$ cat src/sv/dpps_pkg.sv
// Types, codes and constants shared by the scheduler modules.
package dpps_pkg;

	localparam int MAX_PROCS_DEF = 16;
	localparam int RUN_PENALTY = 3;
	localparam int DONE_MAX = 31;

	// Register index of process_count on the configuration port.
	localparam logic PCOUNT_IDX = 1'b0;

	localparam logic KIND_LOAD = 1'b0;
	localparam logic KIND_TICK = 1'b1;

	localparam logic [1:0] ST_FINAL   = 2'd0;
	localparam logic [1:0] ST_RUNNING = 2'd1;
	localparam logic [1:0] ST_READY   = 2'd2;
	localparam logic [1:0] ST_BLOCKED = 2'd3;

	localparam logic signed [15:0] PRI_MAX = 16'sh7FFF;
	localparam logic signed [15:0] PRI_MIN = 16'sh8000;

	// One table entry as it is kept in the entry memory.
	typedef struct packed {
		logic signed [15:0] pri;
		logic [15:0]        used;
		logic [15:0]        remaining;
		logic [15:0]        block_after;
		logic [15:0]        block_duration;
		logic [15:0]        run_cd;
		logic [15:0]        block_cd;
	} entry_t;

	typedef struct packed {
		logic load;
		logic walk_start;
		logic walk_en;
		logic disp_rd;
		logic disp_wr;
	} ctrl_cmd_t;

	typedef struct packed {
		logic walk_done;
		logic disp_req;
	} dp_status_t;

endpackage

$ cat src/sv/dynamic_priority_process_scheduler_core.sv
// A load word goes from its accept cycle straight to the result cycle. A tick word walks the
// n active entries (process_count clamped to MAX_PROCS) through the entry memory, one entry
// per cycle; each read is registered before the entry is updated and written back. When an
// entry is dispatched, the walk is followed by a read and a write back of the chosen entry;
// with no active entry the walk ends without reading any entry. busy is high from the cycle
// after acceptance until the result cycle, and the result word is shown for exactly one cycle
// with done high; the receiver cannot stall it, so capture it in that cycle. process_count
// must be written through the APB port only while busy is low; the block does not enforce it.
module dynamic_priority_process_scheduler_core #(
	parameter int MAX_PROCS = dpps_pkg::MAX_PROCS_DEF
) (
	input  logic               clk,
	input  logic               arst_n,
	input  logic               psel,
	input  logic               penable,
	input  logic               pwrite,
	input  logic [2:0]         paddr,
	input  logic [31:0]        pwdata,
	output logic [31:0]        prdata,
	output logic               pready,
	input  logic               start,
	output logic               busy,
	input  logic               kind,
	input  logic [3:0]         slot,
	input  logic signed [15:0] priority_in,
	input  logic [15:0]        used_time_in,
	input  logic [15:0]        remaining_in,
	input  logic [15:0]        block_after_in,
	input  logic [15:0]        block_duration_in,
	input  logic [1:0]         state_in,
	output logic               done,
	output logic [3:0]         running_id,
	output logic               running_valid,
	output logic [15:0]        ready_mask,
	output logic [15:0]        blocked_mask,
	output logic [4:0]         finished_count,
	output logic               all_done
);

	dpps_pkg::ctrl_cmd_t  cmd;
	dpps_pkg::dp_status_t status;
	logic [4:0]           pcount_q;
	logic                 pcount_sel;

	assign pready = 1'b1;
	assign pcount_sel = (paddr[2] == dpps_pkg::PCOUNT_IDX);

	always_ff @(posedge clk or negedge arst_n) begin
		if (!arst_n) begin
			pcount_q <= 5'd1;
		end else if (psel && penable && pwrite && pcount_sel) begin
			pcount_q <= pwdata[4:0];
		end
	end

	assign prdata = pcount_sel ? {27'd0, pcount_q} : 32'd0;

	dpps_ctrl u_ctrl (
		.clk    (clk),
		.arst_n (arst_n),
		.start  (start),
		.kind   (kind),
		.status (status),
		.cmd    (cmd),
		.busy   (busy),
		.done   (done)
	);

	dpps_datapath #(
		.MAX_PROCS (MAX_PROCS)
	) u_dp (
		.clk               (clk),
		.arst_n            (arst_n),
		.cmd               (cmd),
		.status            (status),
		.process_count     (pcount_q),
		.slot              (slot),
		.priority_in       (priority_in),
		.used_time_in      (used_time_in),
		.remaining_in      (remaining_in),
		.block_after_in    (block_after_in),
		.block_duration_in (block_duration_in),
		.state_in          (state_in),
		.running_id        (running_id),
		.running_valid     (running_valid),
		.ready_mask        (ready_mask),
		.blocked_mask      (blocked_mask),
		.finished_count    (finished_count),
		.all_done          (all_done)
	);

endmodule

$ cat src/sv/dpps_ctrl.sv
// Controller state machine that sequences loads, table walks and dispatch.
module dpps_ctrl (
	input  logic                  clk,
	input  logic                  arst_n,
	input  logic                  start,
	input  logic                  kind,
	input  dpps_pkg::dp_status_t  status,
	output dpps_pkg::ctrl_cmd_t   cmd,
	output logic                  busy,
	output logic                  done
);

	typedef enum logic [4:0] {
		S_IDLE = 5'b00001,
		S_WALK = 5'b00010,
		S_DRD  = 5'b00100,
		S_DWR  = 5'b01000,
		S_DONE = 5'b10000
	} state_t;

	state_t state_q, state_d;

	always_ff @(posedge clk or negedge arst_n) begin
		if (!arst_n) begin
			state_q <= S_IDLE;
		end else begin
			state_q <= state_d;
		end
	end

	always_comb begin
		cmd = '0;
		state_d = state_q;
		unique case (state_q)
			S_IDLE: begin
				if (start) begin
					if (kind == dpps_pkg::KIND_TICK) begin
						cmd.walk_start = 1'b1;
						state_d = S_WALK;
					end else begin
						cmd.load = 1'b1;
						state_d = S_DONE;
					end
				end
			end
			S_WALK: begin
				cmd.walk_en = 1'b1;
				if (status.walk_done) begin
					state_d = status.disp_req ? S_DRD : S_DONE;
				end
			end
			S_DRD: begin
				cmd.disp_rd = 1'b1;
				state_d = S_DWR;
			end
			S_DWR: begin
				cmd.disp_wr = 1'b1;
				state_d = S_DONE;
			end
			S_DONE: begin
				state_d = S_IDLE;
			end
			default: begin
				state_d = S_IDLE;
			end
		endcase
	end

	assign busy = (state_q != S_IDLE);
	assign done = (state_q == S_DONE);

endmodule

$ cat src/sv/dpps_datapath.sv
// Entry table, per-entry update logic, candidate search and result registers.
module dpps_datapath #(
	parameter int MAX_PROCS = dpps_pkg::MAX_PROCS_DEF
) (
	input  logic                  clk,
	input  logic                  arst_n,
	input  dpps_pkg::ctrl_cmd_t   cmd,
	output dpps_pkg::dp_status_t  status,
	input  logic [4:0]            process_count,
	input  logic [3:0]            slot,
	input  logic signed [15:0]    priority_in,
	input  logic [15:0]           used_time_in,
	input  logic [15:0]           remaining_in,
	input  logic [15:0]           block_after_in,
	input  logic [15:0]           block_duration_in,
	input  logic [1:0]            state_in,
	output logic [3:0]            running_id,
	output logic                  running_valid,
	output logic [15:0]           ready_mask,
	output logic [15:0]           blocked_mask,
	output logic [4:0]            finished_count,
	output logic                  all_done
);

	localparam int IW = $clog2(MAX_PROCS);
	localparam int CW = $clog2(MAX_PROCS + 1);

	dpps_pkg::entry_t mem_q [MAX_PROCS];
	dpps_pkg::entry_t rdata_s1;
	dpps_pkg::entry_t wdata;
	dpps_pkg::entry_t upd;
	logic [IW-1:0]    raddr, waddr;
	logic             we;

	// Entry state as three bit vectors; no bit set means final.
	logic [MAX_PROCS-1:0] run_q, rdy_q, blk_q;

	logic [CW-1:0]      cnt_q;
	logic [CW-1:0]      n_act;
	logic               pend_s1;
	logic [IW-1:0]      idx_s1;
	logic               have_q;
	logic signed [15:0] best_pri_q;
	logic [IW-1:0]      best_idx_q;
	logic               busy_q;
	logic [4:0]         done_q;
	logic               run_valid_q;
	logic [3:0]         run_id_q;

	logic               issue;
	logic               load_ok;
	logic [IW-1:0]      slot_idx;
	logic               st_run, st_rdy, st_blk;
	logic               n_run, n_rdy, n_blk;
	logic               cand, fin, blk_now;
	logic signed [16:0] pri_m3;
	logic [15:0]        rem_new, rcd_new, bcd_new;

	assign n_act = (32'(process_count) > MAX_PROCS) ? CW'(MAX_PROCS) : CW'(process_count);
	assign issue = cmd.walk_en && (cnt_q < n_act);
	assign slot_idx = IW'(slot);
	assign load_ok = cmd.load && (32'(slot) < MAX_PROCS);
	assign raddr = cmd.disp_rd ? best_idx_q : cnt_q[IW-1:0];

	// Update of the entry that was read in the previous walk cycle.
	assign st_run = run_q[idx_s1];
	assign st_rdy = rdy_q[idx_s1];
	assign st_blk = blk_q[idx_s1];
	assign pri_m3 = {rdata_s1.pri[15], rdata_s1.pri} - 17'(dpps_pkg::RUN_PENALTY);
	assign rem_new = (rdata_s1.remaining != 16'd0) ? rdata_s1.remaining - 16'd1 : 16'd0;
	assign rcd_new = (rdata_s1.run_cd != 16'd0) ? rdata_s1.run_cd - 16'd1 : 16'd0;
	assign bcd_new = (rdata_s1.block_cd != 16'd0) ? rdata_s1.block_cd - 16'd1 : 16'd0;

	always_comb begin
		upd = rdata_s1;
		n_run = st_run;
		n_rdy = st_rdy;
		n_blk = st_blk;
		cand = 1'b0;
		fin = 1'b0;
		blk_now = 1'b0;
		if (st_rdy) begin
			cand = 1'b1;
			if (rdata_s1.pri != dpps_pkg::PRI_MAX) begin
				upd.pri = rdata_s1.pri + 16'sd1;
			end
		end else if (st_run) begin
			// The 17-bit difference leaves the 16-bit range when its top two bits differ.
			upd.pri = (pri_m3[16] != pri_m3[15]) ? dpps_pkg::PRI_MIN : pri_m3[15:0];
			upd.used = (rdata_s1.used != 16'hFFFF) ? rdata_s1.used + 16'd1 : rdata_s1.used;
			upd.remaining = rem_new;
			upd.run_cd = rcd_new;
			if (rem_new == 16'd0) begin
				fin = 1'b1;
				n_run = 1'b0;
			end else if (rcd_new == 16'd0 && rdata_s1.block_after != 16'd0) begin
				blk_now = 1'b1;
				n_run = 1'b0;
				n_blk = 1'b1;
				upd.block_cd = rdata_s1.block_duration;
			end
		end else if (st_blk) begin
			upd.block_cd = bcd_new;
			if (bcd_new == 16'd0) begin
				n_blk = 1'b0;
				n_rdy = 1'b1;
			end
		end
	end

	always_comb begin
		we = 1'b0;
		waddr = idx_s1;
		wdata = upd;
		if (load_ok) begin
			we = 1'b1;
			waddr = slot_idx;
			wdata.pri = priority_in;
			wdata.used = used_time_in;
			wdata.remaining = remaining_in;
			wdata.block_after = block_after_in;
			wdata.block_duration = block_duration_in;
			wdata.run_cd = 16'd0;
			wdata.block_cd = 16'd0;
		end else if (pend_s1) begin
			we = 1'b1;
		end else if (cmd.disp_wr) begin
			we = 1'b1;
			waddr = best_idx_q;
			wdata = rdata_s1;
			wdata.run_cd = rdata_s1.block_after;
		end
	end

	always_ff @(posedge clk) begin
		if (we) begin
			mem_q[waddr] <= wdata;
		end
		rdata_s1 <= mem_q[raddr];
	end

	always_ff @(posedge clk or negedge arst_n) begin
		if (!arst_n) begin
			run_q <= '0;
			rdy_q <= '0;
			blk_q <= '0;
		end else if (load_ok) begin
			run_q[slot_idx] <= (state_in == dpps_pkg::ST_RUNNING);
			rdy_q[slot_idx] <= (state_in == dpps_pkg::ST_READY);
			blk_q[slot_idx] <= (state_in == dpps_pkg::ST_BLOCKED);
		end else if (pend_s1) begin
			run_q[idx_s1] <= n_run;
			rdy_q[idx_s1] <= n_rdy;
			blk_q[idx_s1] <= n_blk;
		end else if (cmd.disp_wr) begin
			run_q[best_idx_q] <= 1'b1;
			rdy_q[best_idx_q] <= 1'b0;
		end
	end

	always_ff @(posedge clk or negedge arst_n) begin
		if (!arst_n) begin
			cnt_q <= '0;
			pend_s1 <= 1'b0;
			idx_s1 <= '0;
			have_q <= 1'b0;
			best_pri_q <= '0;
			best_idx_q <= '0;
			busy_q <= 1'b0;
			done_q <= '0;
			run_valid_q <= 1'b0;
			run_id_q <= '0;
		end else begin
			if (cmd.load || cmd.walk_start) begin
				run_valid_q <= 1'b0;
				run_id_q <= '0;
			end
			if (cmd.walk_start) begin
				cnt_q <= '0;
				pend_s1 <= 1'b0;
				have_q <= 1'b0;
			end else if (cmd.walk_en) begin
				pend_s1 <= issue;
				if (issue) begin
					cnt_q <= cnt_q + CW'(1);
					idx_s1 <= cnt_q[IW-1:0];
				end
			end
			if (pend_s1) begin
				// Entries come in rising index order, so >= hands ties to the higher index.
				if (cand && (!have_q || upd.pri >= best_pri_q)) begin
					have_q <= 1'b1;
					best_pri_q <= upd.pri;
					best_idx_q <= idx_s1;
				end
				if (fin || blk_now) begin
					busy_q <= 1'b0;
				end
				if (fin && (done_q != 5'(dpps_pkg::DONE_MAX))) begin
					done_q <= done_q + 5'd1;
				end
			end
			if (cmd.disp_wr) begin
				busy_q <= 1'b1;
				run_valid_q <= 1'b1;
				run_id_q <= 4'(best_idx_q);
			end
		end
	end

	assign status.walk_done = !pend_s1 && (cnt_q >= n_act);
	assign status.disp_req = have_q && !busy_q;

	for (genvar b = 0; b < 16; b++) begin : g_mask
		if (b < MAX_PROCS) begin : g_live
			assign ready_mask[b] = rdy_q[b] && (32'(n_act) > b);
			assign blocked_mask[b] = blk_q[b] && (32'(n_act) > b);
		end else begin : g_none
			assign ready_mask[b] = 1'b0;
			assign blocked_mask[b] = 1'b0;
		end
	end

	assign running_id = run_id_q;
	assign running_valid = run_valid_q;
	assign finished_count = done_q;
	assign all_done = (32'(done_q) == 32'(n_act));

endmodule

$ cat config.mk
export PLATFORM = sky130hd
export DESIGN_NAME = dynamic_priority_process_scheduler_core
export DESIGN_NICKNAME = d
export VERILOG_FILES = /design/src/sv/dpps_pkg.sv /design/src/sv/dynamic_priority_process_scheduler_core.sv /design/src/sv/dpps_ctrl.sv /design/src/sv/dpps_datapath.sv
export SDC_FILE = /design/constraint.sdc
export NUM_CORES = 2
export LEC_CHECK = 0
export BUFFER_PORTS_ARGS = -buffer_cell sky130_fd_sc_hd__buf_4
export CAP_MARGIN = 20
export CORE_MARGIN = 10
export CORE_UTILIZATION = 25
export CTS_CLUSTER_DIAMETER = 40
export CTS_CLUSTER_SIZE = 10
export DETAILED_ROUTE_END_ITERATION = 16
export MAX_ROUTING_LAYER = met4
export SYNTH_ARGS = -nofsm -noshare
export SYNTH_HDL_FRONTEND = slang
export SYNTH_SLANG_ARGS = --single-unit
$ cat constraint.sdc
create_clock -name clk -period 14.85 [get_ports clk]
set_input_delay 2.97 -clock clk [delete_from_list [all_inputs] [get_ports clk]]
set_output_delay 2.97 -clock clk [all_outputs]
set_load 0.005 [all_outputs]
==> metrics <==
status=complete, no violations; DR iter-0 viols=4,054; Detailed Routing Iterations Pass 1=6; # port buffers=132; register area share after synthesis=0.711; post-cts sizing count=0; Die H=553 um; crit path launch type=input port; synthesized area=71,100 um2; Avg Cell Area, Syn=~17 um2; switching share of power=0.318; antenna-violating nets left=0; global-route wire length before repair=approximately 270,000 um; Flop pwr share=0.395; core area=283,000 um2; routed wire length=185,000 um; top post-synthesis cells by area=edfxtp_1 65%, mux4_2 13%, dfrtp_1 3.5%; Post-CTS Setup Inserts=0; Synth Flop Type=edfxtp_1; yosys warns=0; Power Internal=between 0.01 and 0.015 W; Worst-Skew Late Latency=0.91 ns; Longest Clk Path Bufs=4; NetSw=between 0.006 and 0.007 W; ys async rst share=0.0577; min Tclk post-route=7.36 ns; Seq cells post-synth=between 1,500 and 2,000; IO Pins=206; Slew @ Worst Pin=between 1 and 1.5 ns; clock power share=0.313; biggest area consumer among synthesized cells=edfxtp_1; Sink Count=1,732; number of synthesized flops with an enable pin=1,536; row cnt=195; pwr dens=between 200 and 250 nW/um2; unrepaired setup endpoints after global routing=false; die area=between 300,000 and 400,000 um2; CTS tree=yes; Final Slew Violations=0; Vias per Instance=4.81; DRC errors left=0; most common cell after layout, fill and taps aside=edfxtp_1; routed len/inst=roughly 22 um; Setup Skew=about 0.079 ns; antenna violations before repair=7; effective utilization at floorplan=0.251; H-tree depth=5; via count=40,600; DR top layer=met4; setup_tns=0 ns; GPL Wtd Cong=roughly 0.85; Root Buffer=clkbuf_16; Hold Path Class=reg -> reg; post-synth top area share=0.649; Met3 Wirelength=14,500 um; TritonCTS Buffers=274; post-layout util=0.303; WS Path Type=in -> reg; Worst-path clk slew=roughly 0.050 ns; die width=553 um; Post-DP HPWL=95,600 um; commonest non-fill, non-tap cells in the layout=1,536 x edfxtp_1, 445 x nand2_1, 398 x mux4_2; FMAX=0.136 GHz; worst-path maximum fanout=52; Synth Instances=~4,200; Slew HR=0.262; Fillers=between 20,000 and 30,000; Syn-to-layout area delta=20.4%; GRT Total Usage=0.120; vias in the first global route=41,500; VDD IR max=around 0.14 mV; Hold Buf Count CTS=0; Worst Path Required=between 15 and 20 ns; nets=approximately 4,700; largest net degree at the start of global routing=129; worst path arrival time=7.82 ns; distinct cell type count after synthesis=between 80 and 90; share of layout cells above drive strength 1=0.239; static leakage=28.4 nW; Gate power share=0.292; setup violators final=0; Max-cap violations=0; final worst path period share=0.495; WL met2=84,700 um; GRT overflow=0; CP endpoint kind=flip-flop; final count of hold timing violations=0; Met1 Wirelength=80,600 um
==> critical path, cell delays in order <==
cell,delay [ns]
buf_4,0.12
nor4bb_1,0.15
and2_1,0.22
nand2_4,0.41
buf_4,0.74
a31oi_1,0.32
nand2b_1,0.44
nor2_4,0.78
buf_4,0.79
buf_4,0.82
==> per-layer routing <==
metal	up-vias	global-route usage
li1	17400	-
met1	21000	0.158
met2	1697	0.181
met5	-	-
met3	407	0.0289
met4	0	0.0386
==> final cells by class <==
| type | count | area, um2 | share of cell area |
|---|---|---|---|
| timing repair buffer | 244 | 2010 | 0.0234 |
| clock buffer | 350 | 7400 | 0.0865 |
| clock inverter | 112 | 1360 | 0.0158 |
| multi-input combinational | 2208 | 19400 | 0.227 |
| tap | 3743 | 4680 | 0.0547 |
| inverter | 38 | 143 | 0.00167 |
| antenna | 4 | 10.0 | 0.000117 |
| sequential | 1732 | 50600 | 0.591 |
==> registers in the layout, indices dropped and copies added (netlist names), 5 cells and up <==
name and count:
u_dp.best_pri_q 16, u_ctrl.state_q 5, u_dp.cnt_q 5, u_dp.run_q 16, u_dp.rdata_s1 96, pcount_q 5
u_dp.blk_q 16, u_dp.finished_count 5, u_dp.rdy_q 16, u_dp.mem_q 1536
==> logic make-up after synthesis <==
family,synth area share
flops,0.711
simple gates,0.0698
compound gates,0.0570
mux,0.134
buf+inv,0.0197
fa+ha+maj,0.00511
xor+xnor,0.00308
other cells,0.000106
==> per-stage QoR <==
| step | hold WS, ns | setup WS [ns] | total power [W] | instances | area (um2) |
|---|---|---|---|---|---|
| CTS | 0.485 | 7.50 | 0.0197 | 8411 | 85500 |
| detailed placement | 0.474 | 6.56 | 0.0135 | 7949 | 76700 |
| floorplan | 0.450 | 5.90 | 0.0115 | 4267 | 71200 |
| global placement | 0.469 | 6.61 | 0.0133 | 7947 | 76700 |
| global route | 0.513 | 7.22 | 0.0205 | 8430 | 85600 |
| finish | 0.487 | 7.49 | 0.0196 | 8431 | 85600 |
==> synthesized netlist by cell type (11+ instances only) <==
library cell  number
edfxtp_1        1536
nand2_1          446
mux4_2           398
clkbuf_1         186
nor2_1           181
a21oi_1          155
a31oi_1          124
a211oi_1         109
and2_1           108
dfrtp_1           98
dfxtp_1           96
o21ai_0           88
nand3_1           69
buf_2             55
nor3_1            54
nor2b_1           41
inv_1             36
mux2_2            32
ha_1              29
buf_4             28
nor4_1            27
a221oi_1          25
o22ai_1           23
buf_1             20
nand4_1           20
mux2i_1           18
and3_1            17
o221ai_1          16
or3_1             13
xor2_1            13
o21a_1            12
xnor2_1           12
nand2b_1          11
o31ai_1           11
==> path summary, 6_finish.rpt <==
kind                                           start                              to  slack (ns)  depth (start not counted)
min in group asynchronous                     arst_n  u_dp.running_id[1]$_DFFE_PN0P_        2.11                          1
hold / removal               u_dp.busy_q$_DFFE_PN0P_         u_dp.busy_q$_DFFE_PN0P_        0.49                          1
setup reg to reg           u_dp.rdata_s1[98]$_DFF_P_  u_dp.best_pri_q[5]$_DFFE_PN0P_        8.58                         18
setup / recovery                               start     u_dp.mem_q[2][30]$_DFFE_PP_        7.49                         10
hold reg to reg              u_dp.busy_q$_DFFE_PN0P_         u_dp.busy_q$_DFFE_PN0P_        0.49                          1
max in group asynchronous                     arst_n       u_dp.rdy_q[0]$_DFFE_PN0P_       11.49                          2
==> power by group through the flow <==
| stage | Clock (W) | Sequential (W) | Combinational [W] |
|---|---|---|---|
| final | 0.00613 | 0.00775 | 0.00571 |
| after global routing | 0.00646 | 0.00780 | 0.00625 |
| after CTS | 0.00624 | 0.00774 | 0.00570 |
| after detailed placement | 0 | 0.00782 | 0.00568 |
| after global placement | 0 | 0.00778 | 0.00552 |
| after floorplan | 0 | 0.00759 | 0.00393 |
Note: power is estimated with default switching activity, not from simulation.
